[src/sv/anb_pkg.sv]
package anb_pkg;

    // field widths
    localparam int unsigned BYTE_W   = 8;
    localparam int unsigned POS_W    = 23;
    localparam int unsigned TYPE_W   = 6;
    localparam int unsigned AVCC_W   = 24;
    localparam int unsigned HIST_W   = 3 * BYTE_W;
    localparam int unsigned CODEC_W  = 2;
    localparam int unsigned M_DATA_W = 88;

    // bytes kept per unit before the rest is dropped
    localparam logic [POS_W-1:0] MAX_UNIT_BYTES = POS_W'(4194304);

    localparam logic [AVCC_W-1:0] AVCC_MAX = '1;
    localparam logic [BYTE_W-1:0] START_BYTE = BYTE_W'(1);
    localparam logic [1:0] HIST_FULL = 2'd3;
    localparam logic [1:0] HIST_PAIR = 2'd2;

    // codec register codes
    localparam logic [CODEC_W-1:0] CODEC_AVC  = 2'd0;
    localparam logic [CODEC_W-1:0] CODEC_HEVC = 2'd1;

    // header types
    localparam logic [4:0] AVC_TYPE_MASK = 5'h1F;
    localparam logic [TYPE_W-1:0] HEVC_TYPE_MASK = 6'h3F;
    localparam logic [TYPE_W-1:0] AVC_IDR      = 6'd5;
    localparam logic [TYPE_W-1:0] AVC_SPS      = 6'd7;
    localparam logic [TYPE_W-1:0] AVC_PPS      = 6'd8;
    localparam logic [TYPE_W-1:0] HEVC_IRAP_LO = 6'd16;
    localparam logic [TYPE_W-1:0] HEVC_IRAP_HI = 6'd21;
    localparam logic [TYPE_W-1:0] HEVC_VPS     = 6'd32;
    localparam logic [TYPE_W-1:0] HEVC_SPS     = 6'd33;
    localparam logic [TYPE_W-1:0] HEVC_PPS     = 6'd34;

    typedef enum logic [1:0] {
        PS_NONE = 2'd0,
        PS_VPS  = 2'd1,
        PS_SPS  = 2'd2,
        PS_PPS  = 2'd3
    } ps_kind_t;

    typedef enum logic [1:0] {
        ST_OK       = 2'd0,
        ST_NO_NAL   = 2'd1,
        ST_OVERFLOW = 2'd2
    } unit_status_t;

    // scanner view of the current byte
    typedef struct packed {
        logic             scanning;
        logic             det;
        logic             det4;
        logic [POS_W-1:0] pos;
    } scan_t;

    // classification of one nal unit
    typedef struct packed {
        logic [TYPE_W-1:0] nal_hdr_type;
        logic              is_key;
        ps_kind_t          kind;
    } nal_class_t;

    // result word, first field in the highest bits
    typedef struct packed {
        logic [5:0]        pad;
        unit_status_t      unit_status;
        logic [AVCC_W-1:0] unit_avcc_size;
        logic              unit_keyframe;
        ps_kind_t          param_set_kind;
        logic              nal_is_keyframe;
        logic [TYPE_W-1:0] nal_hdr_type;
        logic [POS_W-1:0]  nal_length;
        logic [POS_W-1:0]  nal_offset;
    } rec_t;

endpackage

[src/sv/annexb_nal_splitter_classifier.sv]
// Annex B start code parser for H.264 / H.265 access units.
// Input stream: one byte per word; s_tdata[7:0] holds the byte, s_tlast marks the
// last byte of the access unit and s_tuser[0] forces the unit keyframe flag.
// Output stream: at most one record per input byte, one record per nal unit found,
// the last record of a unit carries m_tlast and the unit summary (avcc size,
// sticky keyframe, status). A unit with no nal still gives one summary record.
// Codec is chosen through cfg_we / cfg_wdata; the user must write it only while the
// stream is idle, the block does not enforce this. Throughput: one byte per cycle
// while m_tready keeps the result register free; the start code window and
// classifier are a single combinational pass. A byte accepted sits in the input
// register; when it advances its record is written into the result register.
// Reset clears codec select, the unit state and both register stages.
// When m_tready is low the result register holds; the input register keeps one
// byte and s_tready drops until the record is taken, so no word is lost.
module annexb_nal_splitter_classifier (
    input  logic                          aclk,
    input  logic                          aresetn,
    input  logic                          cfg_we,
    input  logic [anb_pkg::CODEC_W-1:0]   cfg_wdata,
    input  logic                          s_tvalid,
    output logic                          s_tready,
    input  logic [7:0]                    s_tdata,  // data_byte
    input  logic                          s_tlast,
    input  logic [0:0]                    s_tuser,  // forced_keyframe
    output logic                          m_tvalid,
    input  logic                          m_tready,
    // nal_offset, nal_length, nal_hdr_type, nal_is_keyframe, param_set_kind,
    // unit_keyframe, unit_avcc_size, unit_status, zero fill
    output logic [anb_pkg::M_DATA_W-1:0]  m_tdata,
    output logic                          m_tlast
);
    import anb_pkg::*;

    logic [CODEC_W-1:0] codec_reg;
    logic               in_valid_reg;
    logic [BYTE_W-1:0]  in_byte_reg;
    logic               in_last_reg;
    logic               in_force_reg;
    logic               out_free;
    logic               advance;

    logic [POS_W-1:0]   start_reg, start_next;
    logic [POS_W-1:0]   span_reg, span_next;
    logic               inside_reg, inside_next;
    logic               hdr_pend_reg, hdr_pend_next;
    logic [TYPE_W-1:0]  cur_type_reg, cur_type_next;
    logic               sticky_reg, sticky_next;
    logic [AVCC_W-1:0]  avcc_reg, avcc_next;
    logic               ovf_reg, ovf_next;

    logic               m_valid_reg;
    rec_t               m_data_reg, m_data_next;
    logic               m_last_reg;
    logic               has_out;

    scan_t              scan;
    nal_class_t         cls;
    logic [TYPE_W-1:0]  type_now;
    logic               hdr_take;
    logic               emit_det;
    logic               emit_trail;
    logic               emitted;
    logic [POS_W-1:0]   span_upd;
    logic [POS_W-1:0]   len_det;
    logic [POS_W-1:0]   nal_len;
    logic [AVCC_W:0]    avcc_sum;
    logic [AVCC_W-1:0]  avcc_upd;
    logic               sticky_upd;

    // handshake between the two register stages
    assign out_free = !m_valid_reg || m_tready;
    assign advance = in_valid_reg && out_free;
    assign s_tready = !in_valid_reg || out_free;
    assign m_tvalid = m_valid_reg;
    assign m_tdata = m_data_reg;
    assign m_tlast = m_last_reg;

    anb_scan u_scan (
        .aclk      (aclk),
        .aresetn   (aresetn),
        .advance   (advance),
        .data_byte (in_byte_reg),
        .last      (in_last_reg),
        .scan      (scan)
    );

    anb_class u_class (
        .codec    (codec_reg),
        .hdr_take (hdr_take),
        .hdr_byte (in_byte_reg),
        .cur_type (cur_type_reg),
        .len_nz   (nal_len != '0),
        .type_now (type_now),
        .cls      (cls)
    );

    // nal boundaries and lengths
    always_comb begin
        hdr_take = hdr_pend_reg && scan.scanning;
        if (!scan.scanning) span_upd = span_reg;
        else if (scan.det) span_upd = '0;
        else span_upd = span_reg + POS_W'(1);
        len_det = span_reg - (scan.det4 ? POS_W'(3) : POS_W'(2));
        emit_det = scan.det && inside_reg;
        emit_trail = in_last_reg && !emit_det && (inside_reg || scan.det)
            && (span_upd != '0);
        emitted = emit_det || emit_trail;
        if (emit_det) nal_len = len_det;
        else if (emit_trail) nal_len = span_upd;
        else nal_len = '0;
        has_out = emit_det || in_last_reg;
    end

    // running unit summary
    always_comb begin
        avcc_sum = {1'b0, avcc_reg} + (AVCC_W+1)'(nal_len) + (AVCC_W+1)'(4);
        if (!emitted) avcc_upd = avcc_reg;
        else if (avcc_sum[AVCC_W]) avcc_upd = AVCC_MAX;
        else avcc_upd = avcc_sum[AVCC_W-1:0];
        sticky_upd = sticky_reg || in_force_reg || (emitted && cls.is_key);
    end

    // result word
    always_comb begin
        m_data_next = '0;
        if (emitted) begin
            m_data_next.nal_offset = start_reg;
            m_data_next.nal_length = nal_len;
            m_data_next.nal_hdr_type = cls.nal_hdr_type;
            m_data_next.nal_is_keyframe = cls.is_key;
            m_data_next.param_set_kind = cls.kind;
        end
        if (in_last_reg) begin
            m_data_next.unit_keyframe = sticky_upd;
            m_data_next.unit_avcc_size = avcc_upd;
            if (ovf_reg || !scan.scanning) m_data_next.unit_status = ST_OVERFLOW;
            else if (avcc_upd == '0) m_data_next.unit_status = ST_NO_NAL;
            else m_data_next.unit_status = ST_OK;
        end
    end

    // unit state, cleared after the last byte of a unit
    always_comb begin
        if (in_last_reg) begin
            start_next = '0;
            span_next = '0;
            inside_next = 1'b0;
            hdr_pend_next = 1'b0;
            cur_type_next = '0;
            sticky_next = 1'b0;
            avcc_next = '0;
            ovf_next = 1'b0;
        end else begin
            start_next = scan.det ? scan.pos + POS_W'(1) : start_reg;
            span_next = span_upd;
            inside_next = inside_reg || scan.det;
            hdr_pend_next = scan.scanning ? scan.det : hdr_pend_reg;
            cur_type_next = hdr_take ? type_now : cur_type_reg;
            sticky_next = sticky_upd;
            avcc_next = avcc_upd;
            ovf_next = ovf_reg || !scan.scanning;
        end
    end

    // config register and input stage
    always_ff @(posedge aclk) begin
        if (!aresetn) begin
            codec_reg <= '0;
            in_valid_reg <= 1'b0;
        end else begin
            if (cfg_we) codec_reg <= cfg_wdata;
            if (s_tready) in_valid_reg <= s_tvalid;
        end
    end

    always_ff @(posedge aclk) begin
        if (s_tready && s_tvalid) begin
            in_byte_reg <= s_tdata;
            in_last_reg <= s_tlast;
            in_force_reg <= s_tuser[0];
        end
    end

    // unit state registers
    always_ff @(posedge aclk) begin
        if (!aresetn) begin
            start_reg <= '0;
            span_reg <= '0;
            inside_reg <= 1'b0;
            hdr_pend_reg <= 1'b0;
            cur_type_reg <= '0;
            sticky_reg <= 1'b0;
            avcc_reg <= '0;
            ovf_reg <= 1'b0;
        end else if (advance) begin
            start_reg <= start_next;
            span_reg <= span_next;
            inside_reg <= inside_next;
            hdr_pend_reg <= hdr_pend_next;
            cur_type_reg <= cur_type_next;
            sticky_reg <= sticky_next;
            avcc_reg <= avcc_next;
            ovf_reg <= ovf_next;
        end
    end

    // result register
    always_ff @(posedge aclk) begin
        if (!aresetn) begin
            m_valid_reg <= 1'b0;
        end else if (out_free) begin
            m_valid_reg <= advance && has_out;
        end
    end

    always_ff @(posedge aclk) begin
        if (advance && has_out) begin
            m_data_reg <= m_data_next;
            m_last_reg <= in_last_reg;
        end
    end

`ifndef SYNTHESIS
    // an empty nal record carries no classification
    assert property (@(posedge aclk) disable iff (!aresetn)
        (m_valid_reg && m_data_reg.nal_length == '0) |->
        (m_data_reg.nal_hdr_type == '0 && !m_data_reg.nal_is_keyframe
         && m_data_reg.param_set_kind == PS_NONE))
        else $error("empty nal record with classification");

    // summary fields stay zero except on the last record
    assert property (@(posedge aclk) disable iff (!aresetn)
        (m_valid_reg && !m_last_reg) |->
        (!m_data_reg.unit_keyframe && m_data_reg.unit_avcc_size == '0
         && m_data_reg.unit_status == ST_OK))
        else $error("summary on a non-final record");

    // a unit reported ok has counted at least one nal
    assert property (@(posedge aclk) disable iff (!aresetn)
        (m_valid_reg && m_last_reg && m_data_reg.unit_status == ST_OK) |->
        (m_data_reg.unit_avcc_size >= AVCC_W'(4)))
        else $error("ok status with empty avcc size");

    // unit state is cleared after the last byte
    assert property (@(posedge aclk) disable iff (!aresetn)
        (advance && in_last_reg) |=>
        (avcc_reg == '0 && !inside_reg && !ovf_reg && !sticky_reg))
        else $error("unit state not cleared after last byte");
`endif

endmodule

[src/sv/anb_scan.sv]
module anb_scan (
    input  logic                        aclk,
    input  logic                        aresetn,
    input  logic                        advance,
    input  logic [anb_pkg::BYTE_W-1:0]  data_byte,
    input  logic                        last,
    output anb_pkg::scan_t              scan
);
    import anb_pkg::*;

    logic [HIST_W-1:0] hist_reg, hist_next;
    logic [1:0]        hv_reg, hv_next;
    logic [POS_W-1:0]  pos_reg, pos_next;
    logic              scanning;
    logic              det4;
    logic              det3;
    logic              det;

    // start code window over the last three bytes plus this one
    always_comb begin
        scanning = (pos_reg < MAX_UNIT_BYTES);
        det4 = (hv_reg == HIST_FULL) && (hist_reg == '0) && (data_byte == START_BYTE);
        det3 = (hv_reg >= HIST_PAIR) && (hist_reg[2*BYTE_W-1:0] == '0)
            && (data_byte == START_BYTE) && !last;
        det = scanning && (det4 || det3);
        scan.scanning = scanning;
        scan.det = det;
        scan.det4 = det4;
        scan.pos = pos_reg;
    end

    // history and position update
    always_comb begin
        hist_next = hist_reg;
        hv_next = hv_reg;
        pos_next = pos_reg;
        if (last) begin
            hist_next = '0;
            hv_next = '0;
            pos_next = '0;
        end else if (scanning) begin
            hist_next = {hist_reg[2*BYTE_W-1:0], data_byte};
            pos_next = pos_reg + POS_W'(1);
            if (det) begin
                hv_next = '0;
            end else if (hv_reg != HIST_FULL) begin
                hv_next = hv_reg + 2'd1;
            end
        end
    end

    always_ff @(posedge aclk) begin
        if (!aresetn) begin
            hist_reg <= '0;
            hv_reg <= '0;
            pos_reg <= '0;
        end else if (advance) begin
            hist_reg <= hist_next;
            hv_reg <= hv_next;
            pos_reg <= pos_next;
        end
    end

`ifndef SYNTHESIS
    // a detection needs at least two eligible history bytes
    assert property (@(posedge aclk) disable iff (!aresetn)
        det |-> (hv_reg == HIST_PAIR || hv_reg == HIST_FULL))
        else $error("start code detected without enough history");

    // position never runs past the byte limit
    assert property (@(posedge aclk) disable iff (!aresetn)
        pos_reg <= MAX_UNIT_BYTES)
        else $error("byte position beyond limit");
`endif

endmodule

[src/sv/anb_class.sv]
module anb_class (
    input  logic [anb_pkg::CODEC_W-1:0] codec,
    input  logic                        hdr_take,
    input  logic [anb_pkg::BYTE_W-1:0]  hdr_byte,
    input  logic [anb_pkg::TYPE_W-1:0]  cur_type,
    input  logic                        len_nz,
    output logic [anb_pkg::TYPE_W-1:0]  type_now,
    output anb_pkg::nal_class_t         cls
);
    import anb_pkg::*;

    logic [TYPE_W-1:0] hdr_type;
    logic              is_key;
    ps_kind_t          kind;

    // header type from the first payload byte
    always_comb begin
        case (codec)
            CODEC_AVC:  hdr_type = {1'b0, hdr_byte[4:0] & AVC_TYPE_MASK};
            CODEC_HEVC: hdr_type = hdr_byte[TYPE_W:1] & HEVC_TYPE_MASK;
            default:    hdr_type = '0;
        endcase
        type_now = hdr_take ? hdr_type : cur_type;
    end

    // keyframe and parameter set classification
    always_comb begin
        is_key = 1'b0;
        kind = PS_NONE;
        case (codec)
            CODEC_AVC: begin
                is_key = (type_now == AVC_IDR);
                if (type_now == AVC_SPS) kind = PS_SPS;
                else if (type_now == AVC_PPS) kind = PS_PPS;
            end
            CODEC_HEVC: begin
                is_key = (type_now >= HEVC_IRAP_LO) && (type_now <= HEVC_IRAP_HI);
                if (type_now == HEVC_VPS) kind = PS_VPS;
                else if (type_now == HEVC_SPS) kind = PS_SPS;
                else if (type_now == HEVC_PPS) kind = PS_PPS;
            end
            default: begin
                is_key = 1'b0;
                kind = PS_NONE;
            end
        endcase
        // an empty nal carries no classification
        cls.nal_hdr_type = len_nz ? type_now : '0;
        cls.is_key = len_nz && is_key;
        cls.kind = len_nz ? kind : PS_NONE;
    end

endmodule
[config.mk]
export PLATFORM = sky130hd
export DESIGN_NAME = annexb_nal_splitter_classifier
export DESIGN_NICKNAME = d
export VERILOG_FILES = /design/src/sv/anb_pkg.sv /design/src/sv/annexb_nal_splitter_classifier.sv /design/src/sv/anb_scan.sv /design/src/sv/anb_class.sv
export SDC_FILE = /design/constraint.sdc
export NUM_CORES = 1
export LEC_CHECK = 0
export BUFFER_PORTS_ARGS = -buffer_cell sky130_fd_sc_hd__buf_2
export CORE_UTILIZATION = 45
export CTS_CLUSTER_SIZE = 28
export DETAILED_ROUTE_END_ITERATION = 10
export MAX_ROUTING_LAYER = met4
export PLACE_DENSITY = 0.75
export SLEW_MARGIN = 25
export SYNTH_ARGS = -nofsm -noshare
export SYNTH_HDL_FRONTEND = slang
export SYNTH_SLANG_ARGS = --single-unit
[constraint.sdc]
create_clock -name aclk -period 16.6 [get_ports aclk]
set_input_delay 0.83 -clock aclk [delete_from_list [all_inputs] [get_ports aclk]]
set_output_delay 0.83 -clock aclk [all_outputs]
set_load 0.1 [all_outputs]
# Word-level counts from Yosys, hierarchy flattened
# Cells that the tools add are included.
# Widths: inputs -> output; s select.
dict set report word_totals {
  ff_bits 226
  latch_bits 0
  ram_bits 0
  rom_bits 0
  input_bits 17
  out_inout_bits 91
  word_cells 132
  n_memories 0
}
dict set report classes {
  addsub 6
  mul 0
  div_mod_pow 0
  order_cmp 4
  n_eq_ne 10
  shifts 0
  n_mux 37
  n_bitwise 1
  n_reduce_logical 47
}
# op count
set op_table {}
lappend op_table {{$mux 23} 9}
lappend op_table {{$mux 24} 5}
lappend op_table {{$logic_not 24->1} 2}
lappend op_table {{$add 23x1->23 const B} 2}
lappend op_table {{$reduce_bool 23->1} 2}
lappend op_table {{$add 24x23->25} 1}
lappend op_table {{$add 25x3->25 const B} 1}
lappend op_table {{$lt 23x23->1 const B} 1}
lappend op_table {{$sub 23x2->23} 1}
lappend op_table {{$mux 2} 10}
lappend op_table {{$eq 6x6->1 const B} 3}
lappend op_table {{$mux 6} 3}
lappend op_table {{$logic_and 1x1->1} 17}
lappend op_table {{$logic_not 16->1} 1}
lappend op_table {{$eq 6x3->1 const B} 2}
lappend op_table {{$pmux 6 s2} 1}
lappend op_table {{$logic_or 1x1->1} 9}
lappend op_table {{$eq 8x1->1 const B} 1}
lappend op_table {{$reduce_and 2->1} 4}
lappend op_table {{$mux 1} 7}
lappend op_table {{$eq 6x4->1 const B} 1}
lappend op_table {{$ge 6x5->1 const B} 1}
lappend op_table {{$le 6x5->1 const B} 1}
lappend op_table {{$reduce_bool 2->1} 3}
lappend op_table {{other kinds (13)} 17}

# Depth between registers and ports, before layout
dict set report logic_depth {
  word_depth 20
  depth_mapped 26
  ltp_nobuf 25
}

# Cells and area by module
# From an unflattened synthesis, not the netlist that was laid out.
dict set report hier_totals {
  hier_cells 1423
  area_unflattened_um2 12966.2
}
# module instances cells_per_inst area_per_inst_um2 seq_area_each_um2
set modules_own_cells {}
lappend modules_own_cells {annexb_nal_splitter_classifier 1 1138 10441.3 4474.3}
lappend modules_own_cells {anb_scan 1 234 2148.3 980.9}
lappend modules_own_cells {anb_class 1 51 376.6 0.0}

# Least setup slack after synthesis
# No wires, ideal clock.
dict set report synth_timing {
  kind {register to register}
  startpoint {register u_scan.hv_reg[0]}
  endpoint {register m_data_reg (netlist bit m_tdata[80]) (data pin)}
  t_arrival_ps 5737
  t_required_ps 16430
  slack_ps 10694
  path_stages_with_launch 26
  period_less_slack_ps 5906
  cell_sequence {dfxtp_1 > ha_1 > nor4b_1 > nand3_1 > nor3_1 > ha_1 > inv_1 > ha_1 > nor3_1 > nand4_1 > nor4_1 > a311oi_1 > nor3_1 > o2bb2ai_1 > ha_1 > ha_1 > nand2_1 > nor2_1 > o221ai_1 > o211a_1 > o21ai_1 > or2_2 > nand3b_1 > or4_1 > a2111o_1 > nor4_2}
}
dict set report synth_between {
  elab_chain_len 19
  elab_cells_between_ends 29
}
# item line
set synth_lines {}
lappend synth_lines {{from (decl)} anb_scan.sv:12} ;# logic [1:0] hv_reg, hv_next;
lappend synth_lines {{from (signal assigned)} anb_scan.sv:59} ;# hv_reg <= hv_next;
lappend synth_lines {{branches (longest 12 deep; another with $sub 23x2->23)} -}
lappend synth_lines {{$mux 23 *} annexb_nal_splitter_classifier.sv:108} ;# if (emit_det) nal_len = len_det;
lappend synth_lines {{net nal_len[20]} annexb_nal_splitter_classifier.sv:65} ;# logic [POS_W-1:0] nal_len;
lappend synth_lines {{$add 24x23->25 *} annexb_nal_splitter_classifier.sv:116} ;# avcc_sum = {1'b0, avcc_reg} + (AVCC_W+1)'(nal_len) + (AVCC_W+1)'(4);
lappend synth_lines {{$add 25x3->25 *} annexb_nal_splitter_classifier.sv:116}
lappend synth_lines {{$mux 24 *} annexb_nal_splitter_classifier.sv:118} ;# else if (avcc_sum[AVCC_W]) avcc_upd = AVCC_MAX;
lappend synth_lines {{$mux 24 *} annexb_nal_splitter_classifier.sv:117} ;# if (!emitted) avcc_upd = avcc_reg;
lappend synth_lines {{$logic_not 24->1 *} annexb_nal_splitter_classifier.sv:137} ;# else if (avcc_upd == '0) m_data_next.unit_status = ST_NO_NAL;
lappend synth_lines {{$mux 1 *} annexb_nal_splitter_classifier.sv:137}
lappend synth_lines {{to (signal assigned)} annexb_nal_splitter_classifier.sv:218} ;# m_data_reg <= m_data_next;
lappend synth_lines {{to (decl)} annexb_nal_splitter_classifier.sv:52} ;# rec_t m_data_reg, m_data_next;
# Mark *: on every way through the listed nets, which the timed path passes.
# A chain may end at the register's enable or synchronous reset.

# Worst setup path in the final report
dict set report layout_timing {
  startpoint {register in_byte_reg[3]}
  endpoint {register m_data_reg (netlist bit m_tdata[80]) (data pin)}
}
dict set report layout_between {
  elab_chain_len 18
  elab_cells_between_ends 26
}
# item line
set layout_lines {}
lappend layout_lines {{from (decl)} annexb_nal_splitter_classifier.sv:36} ;# logic [BYTE_W-1:0] in_byte_reg;
lappend layout_lines {{from (signal assigned)} annexb_nal_splitter_classifier.sv:178} ;# in_byte_reg <= s_tdata;
lappend layout_lines {{$eq 8x1->1 *} {anb_scan.sv:22, anb_scan.sv:24}}
lappend layout_lines {{branches (longest 10 deep; another with $sub 23x2->23)} -}
lappend layout_lines {{$mux 23 *} annexb_nal_splitter_classifier.sv:108}
lappend layout_lines {{net nal_len[20]} annexb_nal_splitter_classifier.sv:65}
lappend layout_lines {{$add 24x23->25 *} annexb_nal_splitter_classifier.sv:116}
lappend layout_lines {{$add 25x3->25 *} annexb_nal_splitter_classifier.sv:116}
lappend layout_lines {{$mux 24 *} annexb_nal_splitter_classifier.sv:118}
lappend layout_lines {{$mux 24 *} annexb_nal_splitter_classifier.sv:117}
lappend layout_lines {{$logic_not 24->1 *} annexb_nal_splitter_classifier.sv:137}
lappend layout_lines {{$mux 1 *} annexb_nal_splitter_classifier.sv:137}
# Marked as above.

==> reports/qor.csv <==
stage,metric,value,unit
die,# rows,62,
layout,share of layout cells above drive strength 1,12.5,%
die,die area,30200,sq um
hold_path,Worst Hold Depth,1,
timing,Worst Tran Pin Value,0.941,ns
critical_path,FF-to-FF path depth,25,
hold_path,Hold Crit Class,in2reg,
flow_run,maxcap violations,0,
timing,"Setup violations, final",0,
yosys,Post-Synth Simple-Gate Area,25.0,%
layout,register area,5460,sq um
clocking,sinks on the clock net,226,
grt,total congestion overflow,0,
yosys,largest family of logic cells by synthesized area,simple AND/OR/NAND/NOR gates,
detailed_routing,vias per cell,5.89,
hold_path,Hold Crit Start,s_tdata[7],
critical_path,CP endpoint kind,flop,
grt,global-route wire length before repair,57.0,mm
placed_design,IO Port Bufs,101,
grt,GRT Resource Usage Total,24.1,%
critical_path,R2R Setup Slk,9.21,ns
placed_design,Placer Congestion,0.992,
timing,Slew headroom,37.3,%
yosys,mux cell area share after synthesis,1.07,%
critical_path,data required time of the critical path,16.96,ns
detailed_routing,DR DRC count,0,
die,I/O Pins,108,
layout,fin util,51.1,%
detailed_routing,routed wire length,35.9,mm
yosys,post-synthesis adder-cell area fraction,5.05,%
yosys,async set-reset flop share out of synthesis,0,%
layout,Final Non-Filler Cells,1955,
yosys,#FFs+latches synth,226,
yosys,Yosys warnings,0,
placed_design,DP Wirelength,25.2,mm
die,die height,174,microns
detailed_routing,Final ANT Viol Nets,0,
yosys,"Cell Area, Synth",13300,sq um
yosys,Post-Syn Instances,1508,
die,die width,174,microns
clocking,Max clock buf depth,3,
timing,crit share post-route,44.5,%
detailed_routing,1st-iter DRT viols,1191,
detailed_routing,routed vias,11506,
clocking,Post-CTS Setup Bufs,0,
critical_path,worst r2r dst,m_tdata[80]$_SDFFCE_PP0P_,
placed_design,placed cells,1909,
yosys,Main synth FF type,dfxtp_1,
power,maximum vdd drop,0.0747,mV
power,cell area power density,81.7,nW/um^2
clocking,CTS tree,done,
yosys,post-synthesis sequential area ratio,41.1,%
critical_path,crit path max fanout,19,
critical_path,reg2reg start,in_byte_reg[3]$_DFFE_PP_,
clocking,CTS Root Cell,clkbuf_16,
clocking,H-tree depth,1,
yosys,syn_area_per_cell,8.80,sq um
die,Initial Util,46.0,%
clocking,count of cells resized by post-cts repair,0,
timing,Peak Freq,135,MHz
yosys,Post-Synth XOR/XNOR Area,5.15,%
clocking,CTS buffer count,25,
clocking,Clock Pin Slew Worst Setup and Hold Paths,0.06,ns
hold_path,Hold Crit Endpoint,in_byte_reg[7]$_DFFE_PP_,
layout,# fillers,2738,
detailed_routing,drt pass-1 iters,5,
layout,Final Net Count,1622,
clocking,hold_buf cts,0,
outcome,status,finished clean,
grt,number of global-route vias before repair,10457,
clocking,Clock Latency Late Sink,0.54,ns
die,CORE AREA,28900,sq um
timing,setup tns final,0,ns
power,leakage,5.78,nW
critical_path,Critical Path Source Type,flop,
layout,Largest register FFs,82,
yosys,Compound-Gate Fraction of Synth Area,18.4,%
layout,area grow syn2layout,11.2,%
timing,skew final,0.0130,ns
layout,ANT cells,0,
yosys,"EDFF count, synth",93,
grt,antenna violations before repair,0,
detailed_routing,DR WL/cell,18.4,microns
critical_path,WP data arrival,7.75,ns
layout,area occupied by multi-input gates,7280,sq um
timing,Fin. Hold Viols,0,
timing,min Tclk post-route,7.39,ns
grt,pin count of the biggest net entering global routing,71,
timing,RSZ-0062 raised after global routing,false,
timing,Final Max Slew Viols,0,
yosys,synth unique cells,81,
critical_path,WS Path Type,reg2reg,
## layout by cell type (no fill, tap or decap), types with 24 or more instances in the layout
cell type and n:
a21boi_0 46, nor2b_1 72, inv_1 30, nor4_1 29
xnor2_1 44, nor2_1 104, nand2_1 150, clkbuf_16 26
a22oi_1 24, nand3_1 39, buf_2 101, a21oi_1 102
xor2_1 34, and2_1 62, and3_1 43, nor3_1 39
ha_1 52, dfxtp_1 133, o21ai_0 80, edfxtp_1 93
## Yosys cell counts, types with 6 or more instances
cell / number / share of area [%]
and3_1: 43 / 2.0
clkbuf_1: 79 / 2.2
a21boi_0: 46 / 2.6
xnor2_1: 44 / 2.9
o22ai_1: 13 / 0.61
buf_4: 7 / 0.40
or2_2: 10 / 0.47
or3_1: 8 / 0.38
nor3_1: 39 / 1.5
inv_1: 31 / 0.88
xor2_1: 34 / 2.2
dfxtp_1: 133 / 20
o211ai_1: 8 / 0.45
o21ai_0: 80 / 3.0
nor4_1: 29 / 1.4
a22oi_1: 24 / 1.4
and2_1: 62 / 2.9
nor2b_1: 72 / 3.4
or4_1: 6 / 0.34
a31oi_1: 9 / 0.42
ha_1: 52 / 4.9
a211oi_1: 18 / 1.0
nand3_1: 39 / 1.5
edfxtp_1: 93 / 21
buf_2: 14 / 0.53
nor2_1: 104 / 2.9
a211o_1: 7 / 0.46
nand4_1: 19 / 0.90
o21a_1: 6 / 0.34
mux2_2: 9 / 0.76
a21o_1: 8 / 0.45
nand2b_1: 12 / 0.57
a21oi_1: 103 / 3.9
nand2_1: 150 / 4.2
## power by group
| group | internal [mW] | switching [mW] | total [mW] |
|---|---|---|---|
| combinational | 0.0151 | 0.0602 | 0.0754 |
| clock | 0.309 | 0.233 | 0.543 |
| sequential | 0.583 | 0.00422 | 0.587 |
| total | 0.907 | 0.298 | 1.20 |
## per-layer routing
metal | global-route usage (%) | vias up | routed length (microns)
met4 | 6.76 | 0 | 987
met3 | 3.00 | 77 | 2660
met1 | 32.9 | 5402 | 16300
met5 | - | - | 0
met2 | 37.3 | 507 | 16000
li1 | - | 5520 | -
## cell families (layout without fill, tap and decap cells)
group / count (synthesis) / in the layout
and+or+nand+nor: 625 / 625
adders and majority gates: 53 / 53
xor gates and xnor gates: 78 / 78
AOI/OAI and AO/OA: 377 / 377
DFF: 226 / 226
muxes: 13 / 13
buffers and inverters: 135 / 193
other: 1 / 6
## layout make-up
type	count	area share [%]
clock buffer	31	4.60
clock inverter	15	0.848
tap	384	3.26
sequential	226	37.0
multi-input combinational	1152	49.4
inverter	32	0.823
timing repair buffer	115	4.14
## worst max path at each step
stage	to	slack, ns	cells past startpoint	from
final	m_tdata[80]$_SDFFCE_PP0P_	9.21	25	in_byte_reg[3]$_DFFE_PP_
after global routing	m_tdata[80]$_SDFFCE_PP0P_	8.73	26	u_scan.hv_reg[0]$_SDFFE_PN0P_
after detailed placement	m_tdata[80]$_SDFFCE_PP0P_	9.37	25	in_byte_reg[3]$_DFFE_PP_
after floorplan	m_tdata[80]$_SDFFCE_PP0P_	10.69	25	u_scan.hv_reg[0]$_SDFFE_PN0P_
after global placement	m_tdata[80]$_SDFFCE_PP0P_	9.47	25	in_byte_reg[3]$_DFFE_PP_
after CTS	m_tdata[80]$_SDFFCE_PP0P_	9.31	25	in_byte_reg[3]$_DFFE_PP_
## through the flow
| step | total power [mW] | area, sq um | hold slack (ns) | setup WS, ns |
|---|---|---|---|---|
| after CTS | 1.21 | 14800 | 0.441 | 9.31 |
| after global placement | 0.674 | 14000 | 0.453 | 9.47 |
| after global routing | 1.24 | 14800 | 0.439 | 8.73 |
| after floorplan | 0.658 | 13300 | 0.435 | 10.69 |
| final | 1.20 | 14800 | 0.457 | 9.21 |
| after detailed placement | 0.674 | 14000 | 0.455 | 9.37 |
## worst max-delay path, stage by stage (launching register included)
cell	delay [ns]
edfxtp_1	0.44
nor4b_1	0.33
nand4_1	0.33
nor3_1	0.30
ha_1	0.20
inv_1	0.04
ha_1	0.27
nor3_1	0.29
nand4_1	0.31
nor4_1	0.66
a311oi_1	0.19
nor3_1	0.29
o2bb2ai_1	0.25
ha_1	0.31
ha_1	0.38
nand2_1	0.11
nor2_1	0.07
o221ai_1	0.09
o211a_1	0.35
o21ai_1	0.11
buf_4	0.21
or2_2	0.34
nand3b_1	0.18
or4_1	0.48
a2111o_1	0.40
nor4_2	0.25
No activity file was read; power rests on OpenSTA's default activity.
